File: config.mk
export PLATFORM = sky130hd
export DESIGN_NAME = temporal_flicker_clamp_pixel
export DESIGN_NICKNAME = d
export VERILOG_FILES = /design/src/hdl/tfc_pkg.sv /design/src/hdl/temporal_flicker_clamp_pixel.sv /design/src/hdl/tfc_bound.sv /design/src/hdl/tfc_blend.sv
export SDC_FILE = /design/constraint.sdc
export NUM_CORES = 1
export LEC_CHECK = 0
export BUFFER_PORTS_ARGS = -buffer_cell sky130_fd_sc_hd__buf_2
export CAP_MARGIN = 20
export CORE_MARGIN = 2
export CORE_UTILIZATION = 59
export CTS_BUF_LIST = sky130_fd_sc_hd__clkbuf_2
export CTS_CLUSTER_SIZE = 10
export DETAILED_ROUTE_END_ITERATION = 16
export GPL_TIMING_DRIVEN = 0
export HOLD_SLACK_MARGIN = 0.05
export PLACE_DENSITY = 0.84
export SYNTH_ARGS = -nofsm -noshare
export SYNTH_HDL_FRONTEND = slang
export SYNTH_SLANG_ARGS = --single-unit
export TNS_END_PERCENT = 1
File: constraint.sdc
create_clock -name clk -period 13.7 [get_ports clk]
set_clock_uncertainty 0.1 [all_clocks]
set_input_delay 2.055 -clock clk [delete_from_list [all_inputs] [get_ports clk]]
set_output_delay 2.055 -clock clk [all_outputs]
set_load 0.1 [all_outputs]
File: src/hdl/tfc_pkg.sv
// shared types, constants and helper functions of the temporal flicker clamp
`timescale 1ns / 1ps

package tfc_pkg;

  localparam int SAMPLE_BITS    = 8;
  localparam int CFG_INDEX_BITS = 2;
  localparam int CFG_DATA_BITS  = 2;
  localparam int STRENGTH_BITS  = 2;

  typedef logic [SAMPLE_BITS-1:0] sample_t;

  // register indexes on the configuration port
  localparam logic [CFG_INDEX_BITS-1:0] CFG_STRENGTH   = CFG_INDEX_BITS'(0);
  localparam logic [CFG_INDEX_BITS-1:0] CFG_AGGRESSIVE = CFG_INDEX_BITS'(1);

  localparam logic [STRENGTH_BITS-1:0] STRENGTH_RESET = STRENGTH_BITS'(2);
  localparam logic [STRENGTH_BITS-1:0] STRENGTH_TWO   = STRENGTH_BITS'(2);
  localparam logic [STRENGTH_BITS-1:0] STRENGTH_THREE = STRENGTH_BITS'(3);

  typedef struct packed {
    logic [STRENGTH_BITS-1:0] strength;
    logic                     aggressive;
  } cfg_t;

  // upward and downward difference bounds
  typedef struct packed {
    sample_t up;
    sample_t dn;
  } bound_t;

  // one frame sample pulls the signed bounds toward the current sample
  function automatic bound_t signed_bound(input sample_t x, input sample_t c,
                                          input bound_t prev);
    bound_t res;
    res = prev;
    if (x >= c) begin
      res.dn = '0;
      if ((x - c) < prev.up) res.up = x - c;
    end else begin
      res.up = '0;
      if ((c - x) < prev.dn) res.dn = c - x;
    end
    return res;
  endfunction

  function automatic sample_t abs_diff(input sample_t a, input sample_t b);
    return (a < b) ? (b - a) : (a - b);
  endfunction

  function automatic sample_t umin(input sample_t a, input sample_t b);
    return (a < b) ? a : b;
  endfunction

  function automatic sample_t umax(input sample_t a, input sample_t b);
    return (a > b) ? a : b;
  endfunction

endpackage

File: src/hdl/temporal_flicker_clamp_pixel.sv
// top level of the temporal flicker clamp: registers, handshake and config
`timescale 1ns / 1ps

// usage
// - pixel channel (pix_valid / pix_stall): one beat carries the current sample
//   and the co-located samples of three earlier and three later frames
// - result channel (res_valid / res_stall): one beat carries the filtered sample
// - config channel (cfg_valid / cfg_ready): index 0 strength, index 1 aggressive;
//   cfg_ready is always high, other indexes are dropped; write only when idle
// - flow: an accepted pixel goes into the input register, then its result into
//   the result register, from which its result beat is taken; one pixel per
//   clock sustained while res_stall stays low, set by the single logic stage between
//   the input register and the result register
// - no state between pixels, so pixels flow back to back
// - stall: while res_stall holds a waiting result, one more pixel is taken into
//   the input register, then pix_stall rises until the result register frees
// - reset (rst, synchronous): both pipeline stages empty, strength 2,
//   aggressive 0

module temporal_flicker_clamp_pixel import tfc_pkg::*; (
  input  logic                      clk,
  input  logic                      rst,

  input  logic                      cfg_valid,
  output logic                      cfg_ready,
  input  logic [CFG_INDEX_BITS-1:0] cfg_index,
  input  logic [CFG_DATA_BITS-1:0]  cfg_data,

  input  logic                      pix_valid,
  output logic                      pix_stall,
  input  sample_t                   cur_sample,
  input  sample_t                   prev_one,
  input  sample_t                   prev_two,
  input  sample_t                   prev_three,
  input  sample_t                   next_one,
  input  sample_t                   next_two,
  input  sample_t                   next_three,

  output logic                      res_valid,
  input  logic                      res_stall,
  output sample_t                   out_sample
);

  cfg_t    cfg;

  // input register
  logic    s1_valid;
  sample_t s1_cur, s1_p1, s1_p2, s1_p3, s1_n1, s1_n2, s1_n3;

  logic    advance;
  logic    take_pix;
  bound_t  bnd;
  sample_t filt;

  // config registers, always ready
  assign cfg_ready = 1'b1;

  always_ff @(posedge clk) begin
    if (rst) begin
      cfg.strength   <= STRENGTH_RESET;
      cfg.aggressive <= 1'b0;
    end else if (cfg_valid && cfg_ready) begin
      case (cfg_index)
        CFG_STRENGTH:   cfg.strength   <= cfg_data[STRENGTH_BITS-1:0];
        CFG_AGGRESSIVE: cfg.aggressive <= cfg_data[0];
        default: ;
      endcase
    end
  end

  // result register moves when empty or taken
  assign advance   = !res_valid || !res_stall;
  assign pix_stall = s1_valid && !advance;
  assign take_pix  = pix_valid && !pix_stall;

  always_ff @(posedge clk) begin
    if (rst) begin
      s1_valid <= 1'b0;
    end else if (!pix_stall) begin
      s1_valid <= pix_valid;
    end
  end

  always_ff @(posedge clk) begin
    if (take_pix) begin
      s1_cur <= cur_sample;
      s1_p1  <= prev_one;
      s1_p2  <= prev_two;
      s1_p3  <= prev_three;
      s1_n1  <= next_one;
      s1_n2  <= next_two;
      s1_n3  <= next_three;
    end
  end

  tfc_bound u_bound (
    .cfg        (cfg),
    .cur_sample (s1_cur),
    .prev_two   (s1_p2),
    .prev_three (s1_p3),
    .next_two   (s1_n2),
    .next_three (s1_n3),
    .bnd        (bnd)
  );

  tfc_blend u_blend (
    .cur_sample (s1_cur),
    .prev_one   (s1_p1),
    .next_one   (s1_n1),
    .bnd        (bnd),
    .out_sample (filt)
  );

  // result register
  always_ff @(posedge clk) begin
    if (rst) begin
      res_valid <= 1'b0;
    end else if (advance) begin
      res_valid <= s1_valid;
    end
  end

  always_ff @(posedge clk) begin
    if (advance && s1_valid) begin
      out_sample <= filt;
    end
  end

  // a held input stage keeps its pixel
  a_s1_hold: assert property (@(posedge clk) disable iff (rst)
    (s1_valid && !advance) |=> (s1_valid && $stable(s1_cur) && $stable(s1_p1)))
    else $error("input stage lost its pixel while the result was held");

  // an accepted pixel lands in the input stage
  a_take_fills: assert property (@(posedge clk) disable iff (rst)
    take_pix |=> s1_valid)
    else $error("accepted pixel did not reach the input stage");

  // a pixel leaving the input stage becomes a result
  a_s1_to_res: assert property (@(posedge clk) disable iff (rst)
    (s1_valid && advance) |=> res_valid)
    else $error("pixel dropped between input stage and result register");

  // plain mode bounds both sides by the same difference
  a_plain_bound: assert property (@(posedge clk) disable iff (rst)
    (s1_valid && !cfg.aggressive) |-> (bnd.up == bnd.dn))
    else $error("plain mode bounds differ");

endmodule

File: src/hdl/tfc_bound.sv
// temporal difference bound from the outer frame samples
`timescale 1ns / 1ps

module tfc_bound import tfc_pkg::*; (
  input  cfg_t    cfg,
  input  sample_t cur_sample,
  input  sample_t prev_two,
  input  sample_t prev_three,
  input  sample_t next_two,
  input  sample_t next_three,
  output bound_t  bnd
);

  logic   use_two;
  logic   use_three;
  bound_t sb0, sb1, sb2, sb3;
  bound_t sb_final;
  sample_t d;

  assign use_two   = (cfg.strength == STRENGTH_TWO) || (cfg.strength == STRENGTH_THREE);
  assign use_three = (cfg.strength == STRENGTH_THREE);

  // signed chain, starting from an open bound
  always_comb begin
    sb0 = signed_bound(prev_two, cur_sample, '{up: '1, dn: '1});
    sb1 = use_two   ? signed_bound(next_two, cur_sample, sb0) : sb0;
    sb2 = use_three ? signed_bound(prev_three, cur_sample, sb1) : sb1;
    sb3 = use_three ? signed_bound(next_three, cur_sample, sb2) : sb2;
    sb_final = sb3;
  end

  // smallest absolute difference
  always_comb begin
    d = abs_diff(cur_sample, prev_two);
    if (use_two) d = umin(d, abs_diff(cur_sample, next_two));
    if (use_three) begin
      d = umin(d, abs_diff(cur_sample, prev_three));
      d = umin(d, abs_diff(cur_sample, next_three));
    end
  end

  always_comb begin
    if (cfg.aggressive) begin
      bnd = sb_final;
    end else begin
      bnd.up = d;
      bnd.dn = d;
    end
  end

endmodule

File: src/hdl/tfc_blend.sv
// blend of current and adjacent samples, clamped to the widened limits
`timescale 1ns / 1ps

module tfc_blend import tfc_pkg::*; (
  input  sample_t cur_sample,
  input  sample_t prev_one,
  input  sample_t next_one,
  input  bound_t  bnd,
  output sample_t out_sample
);

  logic [SAMPLE_BITS:0]          pair_sum;
  sample_t                       pair_mean;
  sample_t                       t;
  logic [SAMPLE_BITS:0]          blend_sum;
  sample_t                       avg;
  sample_t                       adj_min;
  sample_t                       adj_max;
  logic signed [SAMPLE_BITS+1:0] low_edge;
  logic signed [SAMPLE_BITS+1:0] cur_s;
  logic [SAMPLE_BITS:0]          high_edge;
  sample_t                       hi;
  sample_t                       lo;

  assign pair_sum  = {1'b0, prev_one} + {1'b0, next_one} + (SAMPLE_BITS+1)'(1);
  assign pair_mean = pair_sum[SAMPLE_BITS:1];
  assign t         = (pair_mean == '0) ? '0 : pair_mean - SAMPLE_BITS'(1);
  assign blend_sum = {1'b0, t} + {1'b0, cur_sample} + (SAMPLE_BITS+1)'(1);
  assign avg       = blend_sum[SAMPLE_BITS:1];

  assign adj_min = umin(prev_one, next_one);
  assign adj_max = umax(prev_one, next_one);

  // min side may go below zero before it meets the current sample
  assign low_edge  = $signed({2'b00, adj_min}) - $signed({2'b00, bnd.up});
  assign cur_s     = $signed({2'b00, cur_sample});
  assign hi        = (low_edge > cur_s) ? low_edge[SAMPLE_BITS-1:0] : cur_sample;

  assign high_edge = {1'b0, adj_max} + {1'b0, bnd.dn};
  assign lo        = (high_edge < {1'b0, cur_sample}) ? high_edge[SAMPLE_BITS-1:0]
                                                      : cur_sample;

  assign out_sample = umin(umax(avg, lo), hi);

endmodule

Word level (Yosys, flattened, before mapping)
Cells that the tools add are included.

storage, ports and cells
  flip-flop bits (word level) = 69
  logic and storage cells = 100

cells by class
  add/sub/neg operators = 15
  $lt $le $gt $ge = 25
  equality and inequality tests = 3
  multiplexer cells = 32
  reductions and logical operators = 13

operators by type and width
  cell                   number
  $mux W8                24
  $mux W16               8
  $lt A8 B8 Y1           15
  $sub A8 B8 Y8          8
  $ge A8 B8 Y1           4
  $add A8 B8 Y9          3
  $add A9 B1 Y9 const B  2
  $gt A8 B8 Y1           2
  $lt A8 B8 Y1 const B   2
  $gt A10 B9 Y1          1
  $lt A9 B8 Y1           1
  $sub A8 B8 Y9          1
  $logic_not A8 Y1       1
  $sub A8 B1 Y8 const B  1
  $eq A2 B2 Y1 const B   2
  $logic_not A1 Y1       4
  $reduce_and A2 Y1      2
  $logic_and A1 B1 Y1    3
  $eq A2 B1 Y1 const B   1
  $logic_not A2 Y1       1
  $logic_or A1 B1 Y1     2

Longest topological paths before layout
Gate-level depths: netlist of run 1.

  depth after elaboration = 24
  gate-level depth with buffers = 72
  gate-level depth less buffers = 66

By module
A second synthesis of run 1 with hierarchy kept.

unflattened totals
  cells, all modules = 1413
  area total of the unflattened synthesis = 11661.2 um^2

modules (own cells, without submodules)
  module                        times used  cells an instance  area an instance (um^2)  seq. area each (um^2)
  tfc_bound                     1           899                6458.7                   0.0
  tfc_blend                     1           425                3049.2                   0.0
  temporal_flicker_clamp_pixel  1           89                 2153.3                   2021.9

Least setup slack after synthesis of run 1
No wires, ideal clock.

  kind = register -> register
  from = register s1_cur[0]
  to = register out_sample[7] (data pin)
  library setup time = 0.269 ns
  data arrival time = 12.641 ns
  slack = 0.690 ns
  stages on the path, launching flop included = 67
  buffers on the path = 8
  period minus slack after synthesis = 13.010 ns
  cells stage by stage = edfxtp_1 > inv_1 > ha_1 > inv_1 > fa_1 > a21o_1 > a21oi_1 > o211a_1 > buf_2 > mux2i_1 > xnor2_1 > inv_1 > ha_1 > o2111ai_1 > o21ai_1 > o211a_1 > clkbuf_1 > mux2i_1 > [31 not listed] > clkbuf_1 > mux2i_1 > ha_1 > a21o_1 > a21o_1 > a21oi_1 > a22o_1 > clkbuf_1 > clkbuf_1 > a21oi_1 > a211oi_1 > inv_1 > ha_1 > and4_1 > a21oi_1 > o211a_1 > buf_2 > mux2i_1

between the ends
  cells in the longest elaborated chain, start to end = 24
  elaborated cells on any way between the ends = 64
  classes of those cells = add/sub: 12; order compare: 23; mux: 29

RTL lines
  element                   line                                 text
  start: declaration        temporal_flicker_clamp_pixel.sv:48   sample_t s1_cur, s1_p1, s1_p2, s1_p3, s1_n1, s1_n2, s1_n3;
  start signal: assignment  temporal_flicker_clamp_pixel.sv:86   s1_cur <= cur_sample;
  $sub A8 B8 Y8             tfc_pkg.sv:42, tfc_pkg.sv:48
  $lt A8 B8 Y1              tfc_pkg.sv:42                        if ((c - x) < prev.dn) res.dn = c - x;
  $mux W8                   tfc_pkg.sv:42
  $mux W16                  tfc_pkg.sv:37                        if (x >= c) begin
  $lt A8 B8 Y1              tfc_pkg.sv:42
  $mux W8                   tfc_pkg.sv:42
  $mux W16                  tfc_pkg.sv:37
  $mux W16                  tfc_bound.sv:26                      sb1 = use_two ? signed_bound(next_two, cur_sample, sb0) : sb0;
  [9 not listed]            -
  $add A8 B8 Y9             tfc_blend.sv:39                      assign high_edge = {1'b0, adj_max} + {1'b0, bnd.dn};
  $lt A9 B8 Y1              tfc_blend.sv:40                      assign lo = (high_edge < {1'b0, cur_sample}) ? high_edge[SAMPLE_BITS-1:0]
  $mux W8                   tfc_blend.sv:40
  $gt A8 B8 Y1              tfc_pkg.sv:56                        return (a > b) ? a : b;
  $mux W8                   tfc_pkg.sv:56
  $lt A8 B8 Y1              tfc_pkg.sv:52                        return (a < b) ? a : b;
  $mux W8 *                 tfc_pkg.sv:52
  net filt[7]               temporal_flicker_clamp_pixel.sv:53   sample_t filt;
  end signal: assignment    temporal_flicker_clamp_pixel.sv:125  out_sample <= filt;
  end: declaration          temporal_flicker_clamp_pixel.sv:41   output sample_t out_sample

The timed path passes the listed nets; every way through them passes the cells marked *.
A chain may end at the register's enable or synchronous reset.

Worst setup path after layout of run 1
  from = register s1_cur[5]
  to = register out_sample[0] (data pin)

The elaborated chain is that of the path after synthesis.

==> metrics.md, run 1 <==
| Metric | Value |
|---|---|
| FF-to-FF End | `out_sample[0]` |
| Peak supply drop | `439 µV` |
| Total number of vias | `12600` |
| Wirelength per Cell | `22.1 µm` |
| Clock transition at path regs | `0.24 ns` |
| Commonest non-fill, non-tap cell in the layout | `ha_1` |
| Max-cap viol count | `0` |
| Net Sw Frac | `53.2%` |
| Num CTS Buffers | `9` |
| Asr flop ratio synth | `0%` |
| Clock tree buffer depth | `2` |
| Data required time of the worst path | `14.01 ns` |
| Slowest CP cell | `edfxtp_1` |
| Worst Path Arrival | `13.72 ns` |
| Avg Vias per Cell | `6.58` |
| Setup crit start kind | `flip-flop` |
| Final WS setup | `0.289 ns` |
| Period minus WS final | `13.41 ns` |
| Final Cell Area | `14000 µm²` |
| Share of the synthesized area in the top cell type | `20.5%` |
| Synth-to-Final Area Change | `15.2%` |
| Clock Sinks | `69` |
| Die Y | `147 µm` |
| CTS tree | `yes` |
| Overall die area | `21700 µm²` |
| Layout cells sized above 1 | `19.2%` |
| Synth Warn # | `0` |
| Sequential fraction of the synthesis area | `16.7%` |
| Netlist cell types | `88` |
| Hold WS | `0.430 ns` |
| Logic pwr share | `85.8%` |
| Number of iterations in the first detailed-routing pass | `8` |
| Num rows | `52` |
| Initial drt markers | `1379` |
| DPL Wire Length | `31.3 mm` |
| Clock root buffer | `clkbuf_2` |
| Yosys reg bits | `69` |
| # fillers | `1669` |
| Initial antenna violation count | `2` |
| Area contributors post-synth | `ha_1, edfxtp_1, inv_1` |
| # DRC | `0` |
| Post-DRT Antenna Nets | `0` |
| Syn nets | `1767` |
| Register-to-Register Path Depth | `63` |
| Critical path peak fanout | `10` |
| Sequential Power Share | `9.8%` |
| Io pins | `76` |
| Nets@finish | `1910` |
| Crit-path most repeated cell | `ha_1` |
| Routed WL | `42.3 mm` |
| Synthesized cell area | `12100 µm²` |
| Largest net degree at the start of global routing | `38` |
| CP endpoint | `out_sample[0]` |
| Status | `complete, no violations` |
| FF-to-FF setup slack | `0.29 ns` |
| Top FF cell, synth | `edfxtp_1` |
| Post-Synthesis Cells | `1491` |
| Synth area leader | `ha_1` |
| Total GRT Usage | `37.5%` |
| Fmax | `0.0746 GHz` |
| Clock Latency Late Sink | `0.62 ns` |
| Switching power | `1.63 mW` |
| Place WS | `-2.84 ns` |
| FF-to-FF Start | `s1_cur[5]` |
| Crit path launch | `s1_cur[5]` |
| IO buf count | `74` |
| Leakage power | `6.23 nW` |
| Final period util | `97.9%` |
| Commonest cells after routing, fill and taps aside | `ha_1, inv_1, nor2_1, nand2_1, a21oi_1` |
| Pwr Density | `220 nW/µm²` |
| Final hold violation count | `0` |
| Post-synth EDFFs | `64` |
| Worst Setup Path Type | `flip-flop to flip-flop` |
| Final Setup Violations | `0` |
| Die W | `147 µm` |
| Total power draw | `3.07 mW` |
| H-tree depth | `3` |
| Clock power frac | `4.3%` |
| CORE AREA | `20200 µm²` |
| RD Place Congestion | `1.04` |
| First-pass GRT wire length | `63.6 mm` |
| Hold Buf Count CTS | `0` |
| Tightest Pin Transition | `1.21 ns` |
| Syn_area_per_cell | `8.13 µm²` |
| Slew Limit Fails | `0` |
| CP peak stage delay | `0.44 ns` |
| Placed cell area | `12900 µm²` |
| Initial Util | `60.1%` |
| Hold Path Class | `flip-flop to flip-flop` |
| Worst Setup End Kind | `flip-flop` |
| Gr ovfl total | `0` |
| Worst rel slew slack | `19.2%` |
| Vias in the first global route | `11700` |
| Int Pwr | `1.44 mW` |
state kept, by name (all words and copies together), names as in the netlist, 3 cells and up:
name,cells
out_sample,8
s1_cur,8
s1_n1,8
s1_n2,8
s1_n3,8
s1_p1,8
s1_p2,8
s1_p3,8
cfg,3
cell families after synthesis:
family,after synthesis,share of synthesized area [%]
AO/OA/AOI/OAI,465,26.5
AND/OR/NAND/NOR,428,17.9
adder cells (fa/ha/maj),211,22.5
buffers and inverters,193,6.27
multiplexers,79,6.83
flip-flops,69,16.7
XOR/XNOR,45,3.25
other,1,0.0309
per-stage QoR:
| stage | cells | TNS (ns) | util (%) |
|---|---|---|---|
| detailed placement | 1837 | -22.53 | 63.8 |
| global placement | 1835 | -20.35 | 63.6 |
| global route | 1910 | -3.32 | 69.2 |
| CTS | 1876 | 0 | 66.2 |
| finish | 1911 | 0 | 69.3 |
| floorplan | 1491 | 0 | - |
routing by layer:
layer / GRT usage, % / routed length, µm / vias to the layer above
li1: - / - / 5821
met1: 48.1 / 16500 / 5889
met2: 60.6 / 18500 / 680
met3: 6.93 / 4300 / 181
met4: 18.9 / 2900 / 2
met5: 0 / 12 / -
Yosys cell counts, types with 6 or more instances:
| library cell | number |
|---|---|
| mux2i_1 | 52 |
| o31ai_1 | 9 |
| inv_1 | 141 |
| nand3_1 | 31 |
| nor2_1 | 114 |
| a2111o_1 | 6 |
| a21o_1 | 46 |
| and2_1 | 18 |
| o221ai_1 | 6 |
| nor3b_1 | 8 |
| nor3_1 | 28 |
| a31oi_1 | 15 |
| a21boi_0 | 9 |
| or2_2 | 9 |
| nand2b_1 | 16 |
| a211oi_1 | 35 |
| o211ai_1 | 20 |
| and3_1 | 11 |
| or3_1 | 16 |
| buf_2 | 7 |
| nand2_1 | 94 |
| buf_1 | 7 |
| xor2_1 | 10 |
| nor2b_1 | 26 |
| clkbuf_1 | 34 |
| mux2_2 | 26 |
| fa_1 | 12 |
| nand4_1 | 23 |
| nor4_1 | 8 |
| ha_1 | 199 |
| edfxtp_1 | 64 |
| o21a_1 | 24 |
| o21ai_0 | 91 |
| xnor2_1 | 35 |
| a21oi_1 | 101 |
| a2111oi_0 | 7 |
| o211a_1 | 7 |
| o21bai_1 | 14 |
worst min-delay path by stage:
stage | startpoint | end | slack, ns | depth (start not counted)
4_1_cts | s1_valid | res_valid | 0.43 | 2
3_5_place_dp | s1_valid | res_valid | 0.39 | 2
5_1_grt | s1_valid | res_valid | 0.45 | 2
3_3_place_gp | s1_valid | res_valid | 0.36 | 2
6_report | s1_valid | res_valid | 0.43 | 2
2_1_floorplan | s1_valid | res_valid | 0.34 | 2
layout make-up:
class                   instances  area [µm²]  share of cell area (%)
diodes                          2        5.00                  0.0358
plain buffers                  50         283                    2.02
clock buffers                  10        50.0                   0.358
clock inverters                 6        63.8                   0.457
inverters                     141         559                    4.00
multi-input cells            1229        9790                    70.1
flip-flops and latches         69        2020                    14.5
well taps                     270         338                    2.42
repair buffers                134         860                    6.15
timing repair:
item / 4_1_cts / 5_1_grt
buffers inserted: 25 / 32
cloned: 0 / 1
pin swaps: 2 / 33
resized for setup: 52 / 110
setup endpoints to repair: 8 / 8
worst max-delay path: cells and delay by family (launching register included):
| family | cells | cell delay [ns] |
|---|---|---|
| simple gates | 13 | 2.29 |
| mux | 2 | 0.50 |
| fa+ha+maj | 9 | 2.76 |
| flops | 1 | 0.44 |
| buf+inv | 12 | 1.86 |
| compound gates | 27 | 5.22 |
power by group through the flow:
stage | Clock [mW] | Sequential (mW) | Combinational [mW]
after floorplan | 0 | 0.397 | 1.58
after global placement | 0 | 0.311 | 2.10
after detailed placement | 0 | 0.310 | 2.18
after CTS | 0.134 | 0.301 | 2.28
after global routing | 0.140 | 0.303 | 2.84
final | 0.133 | 0.301 | 2.63
No activity file was read; power rests on OpenSTA's default activity.
==> run 2, diff against run 1 <==
--- a/config.mk
+++ b/config.mk
@@ -15,6 +15,7 @@
 export GPL_TIMING_DRIVEN = 0
 export HOLD_SLACK_MARGIN = 0.05
 export PLACE_DENSITY = 0.84
+export SETUP_SLACK_MARGIN = 0.5
 export SYNTH_ARGS = -nofsm -noshare
 export SYNTH_HDL_FRONTEND = slang
 export SYNTH_SLANG_ARGS = --single-unit
==> run 2 against run 1 <==
Sequential cell count unchanged; combinational power increased by 11%; critical path depth decreased by 1; final cell count is 1.4% higher; setup slack gained 0.25 ns; fmax is 1.9% higher; global-route usage grew 0.49 points; first-iteration DRC count is 2.5% higher; critical path type unchanged; critical endpoint is now out_sample[1].
==> metrics.md, run 2 (synthesized netlist as in run 1, its figures left out) <==
| Metric | Value |
|---|---|
| RD Place Congestion | `1.04 (unchanged)` |
| Routed WL | `44.2 mm (was 42.3 mm)` |
| Leakage power | `6.51 nW (was 6.23 nW)` |
| Max-cap viol count | `0 (unchanged)` |
| Final period util | `96.1% (was 97.9%)` |
| Fmax | `0.0760 GHz (was 0.0746 GHz)` |
| Setup TNS | `0 ns (unchanged)` |
| Clock root buffer | `clkbuf_2 (unchanged)` |
| # DRC | `0 (unchanged)` |
| Setup crit start kind | `flip-flop (unchanged)` |
| Placed cell area | `12900 µm² (unchanged)` |
| Wirelength per Cell | `22.8 µm (was 22.1 µm)` |
| Clock Sinks | `69 (unchanged)` |
| Int Pwr | `1.59 mW (was 1.44 mW)` |
| Die Y | `147 µm (unchanged)` |
| Post-DRT Antenna Nets | `0 (unchanged)` |
| Largest net degree at the start of global routing | `38 (unchanged)` |
| Clock power frac | `3.9% (was 4.3%)` |
| CTS tree | `yes (unchanged)` |
| Num CTS Buffers | `9 (unchanged)` |
| First-pass GRT wire length | `64.3 mm (was 63.6 mm)` |
| Io pins | `76 (unchanged)` |
| Total number of vias | `13000 (was 12600)` |
| Vias in the first global route | `11900 (was 11700)` |
| Worst Path Arrival | `13.38 ns (was 13.72 ns)` |
| Gr ovfl total | `0 (unchanged)` |
| Hold Path Class | `flip-flop to flip-flop (unchanged)` |
| Final hold violation count | `0 (unchanged)` |
| Initial drt markers | `1413 (was 1379)` |
| Worst Setup End Kind | `flip-flop (unchanged)` |
| Final std cells w/o fill | `1938 (was 1911)` |
| Slowest CP cell | `edfxtp_1 (unchanged)` |
| Worst Setup Path Type | `flip-flop to flip-flop (unchanged)` |
| Fin util | `73.4% (was 69.3%)` |
| Overall die area | `21700 µm² (unchanged)` |
| Commonest non-fill, non-tap cell in the layout | `ha_1 (unchanged)` |
| Layout cells sized above 1 | `24.7% (was 19.2%)` |
| Final Setup Violations | `0 (unchanged)` |
| DPL Wire Length | `31.3 mm (unchanged)` |
| H-tree depth | `3 (unchanged)` |
| Nets@finish | `1938 (was 1910)` |
| CP peak stage delay | `0.53 ns (was 0.44 ns)` |
| Clock tree buffer depth | `2 (unchanged)` |
| Net Sw Frac | `52.4% (was 53.2%)` |
| Initial antenna violation count | `2 (unchanged)` |
| Worst rel slew slack | `12.0% (was 19.2%)` |
| Status | `complete, no violations (unchanged)` |
| Crit-path most repeated cell | `ha_1 (unchanged)` |
| Data required time of the worst path | `13.92 ns (was 14.01 ns)` |
| Period minus WS final | `13.16 ns (was 13.41 ns)` |
| RSZ-0062 raised after global routing | `no` |
| Placed cells | `1837 (unchanged)` |
| CORE AREA | `20200 µm² (unchanged)` |
| Pwr Density | `226 nW/µm² (was 220 nW/µm²)` |
| Number of iterations in the first detailed-routing pass | `6 (was 8)` |
| Peak supply drop | `419 µV (was 439 µV)` |
| Total GRT Usage | `38.0% (was 37.5%)` |
| Commonest cells after routing, fill and taps aside | `ha_1, inv_1, nor2_1, nand2_1, buf_4 (was ha_1, inv_1, nor2_1, nand2_1, a21oi_1)` |
| Critical path peak fanout | `8 (was 10)` |
| Initial Util | `60.1% (unchanged)` |
| Clock Latency Late Sink | `0.62 ns (about the same)` |
| Final Cell Area | `14800 µm² (was 14000 µm²)` |
| Avg Vias per Cell | `6.68 (was 6.58)` |
| Slew Limit Fails | `0 (unchanged)` |
| Tightest Pin Transition | `1.32 ns (was 1.21 ns)` |
| Sequential Power Share | `9.0% (was 9.8%)` |
| Die W | `147 µm (unchanged)` |
| Num rows | `52 (unchanged)` |
| Clock transition at path regs | `0.23 ns (was 0.24 ns)` |
| # fillers | `1515 (was 1669)` |
| Logic pwr share | `87.0% (was 85.8%)` |
| Synth-to-Final Area Change | `22.1% (was 15.2%)` |
| Switching power | `1.75 mW (was 1.63 mW)` |
| IO buf count | `74 (unchanged)` |
==> run 2: cell count changes in the layout (fill, tap and decap cells not counted), moves of 6 or more <==
cell	previous run	this run
nand3_1	30	23
xnor2_2	1	7
ha_4	0	9
mux2_4	2	9
buf_4	59	84
nand3_2	0	6
a21oi_2	12	21
xnor2_1	34	28
ha_1	197	185
a21oi_1	88	78
mux2i_1	42	35
o21ai_1	8	16
o21ai_0	80	69
mux2_2	25	18
==> run 2: layer usage <==
layer,up-vias,part of all wire (%),track usage [%]
met5,-,0.027,0
li1,5886,-,-
met3,227,11,7.14
met2,802,44,60.4
met1,6036,38,48.4
met4,2,7.6,22.0
==> run 2: area by class of cell <==
class                           count  area (µm²)  share of cell area [%]
Timing Repair Buffer              160        1060                    7.16
Buffer                             52         339                    2.29
Clock inverter                      6        63.8                   0.431
Inverter                          141         559                    3.78
Multi-Input combinational cell   1229       10400                    70.0
Antenna cell                        1        2.50                  0.0169
Sequential cell                    69        2020                    13.7
Clock buffer                       10        50.0                   0.338
Tap cell                          270         338                    2.28
==> run 2: power groups by stage <==
| stage | registers (mW) | clock network (mW) | logic (mW) |
|---|---|---|---|
| after floorplan | 0.397 | 0 | 1.58 |
| after global placement | 0.311 | 0 | 2.10 |
| after detailed placement | 0.310 | 0 | 2.18 |
| after CTS | 0.301 | 0.134 | 2.43 |
| after global routing | 0.303 | 0.140 | 3.10 |
| final | 0.302 | 0.132 | 2.91 |
==> run 2: what timing repair did <==
item,4_1_cts,5_1_grt
gates cloned,0,1
hold buffers,0,0
pin swaps,9,65
gates resized for setup,110,181
endpoints found under the setup margin,8,8
setup buffers,37,46
==> run 2: worst max-delay path, delay by kind of cell (launching register included) <==
| family | cells | cell delay (ns) |
|---|---|---|
| AO/OA/AOI/OAI | 27 | 5.06 |
| XOR/XNOR | 1 | 0.19 |
| adder cells (fa/ha/maj) | 9 | 2.64 |
| buffers and inverters | 12 | 1.70 |
| flip-flops | 1 | 0.53 |
| multiplexers | 4 | 0.99 |
| AND/OR/NAND/NOR | 9 | 1.65 |
==> run 2: per-stage QoR <==
step           setup WS (ns)  hold slack, ns  power (mW)
2_1_floorplan          0.690           0.344        1.98
3_3_place_gp           -2.56           0.357        2.41
3_5_place_dp           -2.84           0.388        2.49
4_1_cts                0.502           0.429        2.86
5_1_grt                0.170           0.454        3.55
6_report               0.540           0.430        3.35
==> run 2: final timing paths <==
| kind | start | end | slack [ns] | cells past startpoint |
|---|---|---|---|---|
| worst max-delay path | s1_cur[3] | out_sample[1] | 0.54 | 62 |
| worst min-delay path | s1_valid | res_valid | 0.43 | 2 |
| worst max register to register | s1_cur[3] | out_sample[1] | 0.54 | 62 |
| worst min register to register | s1_valid | res_valid | 0.43 | 2 |
==> run 3, diff against run 2 <==
--- a/config.mk
+++ b/config.mk
@@ -8,13 +8,13 @@
 export BUFFER_PORTS_ARGS = -buffer_cell sky130_fd_sc_hd__buf_2
 export CAP_MARGIN = 20
 export CORE_MARGIN = 2
-export CORE_UTILIZATION = 59
+export CORE_UTILIZATION = 51
 export CTS_BUF_LIST = sky130_fd_sc_hd__clkbuf_2
 export CTS_CLUSTER_SIZE = 10
 export DETAILED_ROUTE_END_ITERATION = 16
 export GPL_TIMING_DRIVEN = 0
 export HOLD_SLACK_MARGIN = 0.05
-export PLACE_DENSITY = 0.84
+export PLACE_DENSITY = 0.74
 export SETUP_SLACK_MARGIN = 0.5
 export SYNTH_ARGS = -nofsm -noshare
 export SYNTH_HDL_FRONTEND = slang
==> run 3 against run 2 <==
Count of clock-buffer cells in the layout is the same; die area grew 15%; sequential power is essentially flat; critical path depth is 1 lower; via count shrank 1.6%; critical endpoint is now out_sample[6]; global-route usage decreased by 4.2 points; power is 4.7% higher; largest cell class unchanged; fmax decreased by 0.59%.
==> metrics.md, run 3 (synthesized netlist as in run 1, its figures left out) <==
| Metric | Value |
|---|---|
| Initial Util | `51.8% (was 60.1%)` |
| Overall die area | `25000 µm² (was 21700 µm²)` |
| Placed cell area | `12900 µm² (about the same)` |
| Hold WS | `0.420 ns (was 0.430 ns)` |
| Leakage power | `6.49 nW (was 6.51 nW)` |
| Slew Limit Fails | `0 (unchanged)` |
| Io pins | `76 (unchanged)` |
| Post-DRT Antenna Nets | `0 (unchanged)` |
| Placed cells | `1886 (was 1837)` |
| Clock tree buffer depth | `2 (unchanged)` |
| Total number of vias | `12700 (was 13000)` |
| Multi-input combinational cell area | `10500 µm² (was 10400 µm²)` |
| Die W | `158 µm (was 147 µm)` |
| Nets@finish | `1941 (was 1938)` |
| Avg Vias per Cell | `6.40 (was 6.68)` |
| Commonest cells after routing, fill and taps aside | `ha_1, inv_1, nor2_1, nand2_1, buf_4 (unchanged)` |
| Synth-to-Final Area Change | `23.9% (was 22.1%)` |
| Pwr Density | `233 nW/µm² (was 226 nW/µm²)` |
| Critical path peak fanout | `8 (unchanged)` |
| IO buf count | `74 (unchanged)` |
| RD Place Congestion | `1.07 (was 1.04)` |
| Slowest CP cell | `edfxtp_1 (unchanged)` |
| CTS tree | `yes (unchanged)` |
| Period minus WS final | `13.24 ns (was 13.16 ns)` |
| Final std cells w/o fill | `1990 (was 1938)` |
| CP peak stage delay | `0.62 ns (was 0.53 ns)` |
| Max-cap viol count | `0 (unchanged)` |
| Vias in the first global route | `11600 (was 11900)` |
| Fmax | `0.0755 GHz (was 0.0760 GHz)` |
| Clock transition at path regs | `0.23 ns (about the same)` |
| Worst Setup Path Type | `flip-flop to flip-flop (unchanged)` |
| FF-to-FF setup slack | `0.46 ns (was 0.54 ns)` |
| Initial drt markers | `1263 (was 1413)` |
| Number of iterations in the first detailed-routing pass | `7 (was 6)` |
| DPL Wire Length | `32.0 mm (was 31.3 mm)` |
| Status | `complete, no violations (unchanged)` |
| Register-to-Register Path Depth | `61 (was 62)` |
| Worst Path Arrival | `13.48 ns (was 13.38 ns)` |
| Wirelength per Cell | `22.5 µm (was 22.8 µm)` |
| Num CTS Buffers | `9 (unchanged)` |
| Final hold violation count | `0 (unchanged)` |
| RSZ-0062 raised after global routing | `yes (was no)` |
| Layout cells sized above 1 | `25.2% (was 24.7%)` |
| # fillers | `2027 (was 1515)` |
| Commonest non-fill, non-tap cell in the layout | `ha_1 (unchanged)` |
| Worst rel slew slack | `13.2% (was 12.0%)` |
| Gr ovfl total | `0 (unchanged)` |
| Peak supply drop | `379 µV (was 419 µV)` |
| CORE AREA | `23400 µm² (was 20200 µm²)` |
| Clock Latency Late Sink | `0.70 ns (was 0.62 ns)` |
| Final period util | `96.6% (was 96.1%)` |
| Die Y | `158 µm (was 147 µm)` |
| Initial antenna violation count | `2 (unchanged)` |
| Crit path launch | `s1_cur[7] (was s1_cur[3])` |
| # DRC | `0 (unchanged)` |
| Final Cell Area | `15000 µm² (was 14800 µm²)` |
| Hold Buf Count CTS | `0 (unchanged)` |
| Fin util | `64.2% (was 73.4%)` |
| Final Setup Violations | `0 (unchanged)` |
| Num rows | `56 (was 52)` |
| Register area | `2020 µm² (unchanged)` |
| Largest net degree at the start of global routing | `37 (was 38)` |
| Data required time of the worst path | `13.94 ns (was 13.92 ns)` |
| FF-to-FF Start | `s1_cur[7] (was s1_cur[3])` |
| Place WS | `-2.85 ns (was -2.84 ns)` |
| Setup TNS | `0 ns (unchanged)` |
| FF-to-FF End | `out_sample[6] (was out_sample[1])` |
| Total GRT Usage | `33.8% (was 38.0%)` |
| Hold Crit Depth | `2 (unchanged)` |
| Total power draw | `3.51 mW (was 3.35 mW)` |
| Clock Sinks | `69 (unchanged)` |
| Tightest Pin Transition | `1.30 ns (was 1.32 ns)` |
| Clock root buffer | `clkbuf_2 (unchanged)` |
| Final WS setup | `0.462 ns (was 0.540 ns)` |
| First-pass GRT wire length | `64.1 mm (was 64.3 mm)` |
| Worst Setup End Kind | `flip-flop (unchanged)` |
| Hold Path Class | `flip-flop to flip-flop (unchanged)` |
| CP endpoint | `out_sample[6] (was out_sample[1])` |
| Setup crit start kind | `flip-flop (unchanged)` |
| Routed WL | `44.7 mm (was 44.2 mm)` |
| H-tree depth | `3 (unchanged)` |
## run 3: what timing repair did
| item | in CTS | in global routing |
|---|---|---|
| endpoints found under the setup margin | 8 | 8 |
| setup buffers | 34 | 51 |
| gates resized for setup | 109 | 202 |
| gates cloned | 0 | 2 |
| pin swaps | 13 | 62 |
## run 3: final cells by class
type / instances / share of cell area [%]
inverters: 141 / 3.72
flip-flops and latches: 69 / 13.5
clock buffers: 10 / 0.333
clock inverters: 6 / 0.208
well taps: 319 / 2.66
repair buffers: 163 / 7.18
diodes: 1 / 0.0167
multi-input cells: 1229 / 70.1
plain buffers: 52 / 2.32
## run 3: per-layer routing
metal	track usage [%]	wire, µm	vias to the layer above
met3	5.83	4210	158
met4	13.6	2560	0
met1	44.2	18000	6079
met2	55.3	20000	627
li1	-	-	5877
met5	0	0	-
## run 3: how the worst min path moves through the flow
stage / to / slack, ns / from
floorplan: res_valid / 0.34 / s1_valid
global placement: res_valid / 0.36 / s1_valid
detailed placement: res_valid / 0.38 / s1_valid
CTS: res_valid / 0.43 / s1_valid
global route: res_valid / 0.46 / s1_valid
finish: res_valid / 0.42 / s1_valid
## run 3: critical path: cells and delay by family (launching register included)
family | cells | cell delay [ns]
flops | 1 | 0.62
fa+ha+maj | 9 | 2.67
xor+xnor | 1 | 0.26
compound gates | 25 | 4.58
mux | 5 | 0.94
buf+inv | 12 | 1.81
simple gates | 9 | 1.95
## run 3: power breakdown
group	switching (mW)	internal, mW	total (mW)
clock network	0.0933	0.0224	0.116
registers	0.0131	0.288	0.301
logic	1.69	1.40	3.09
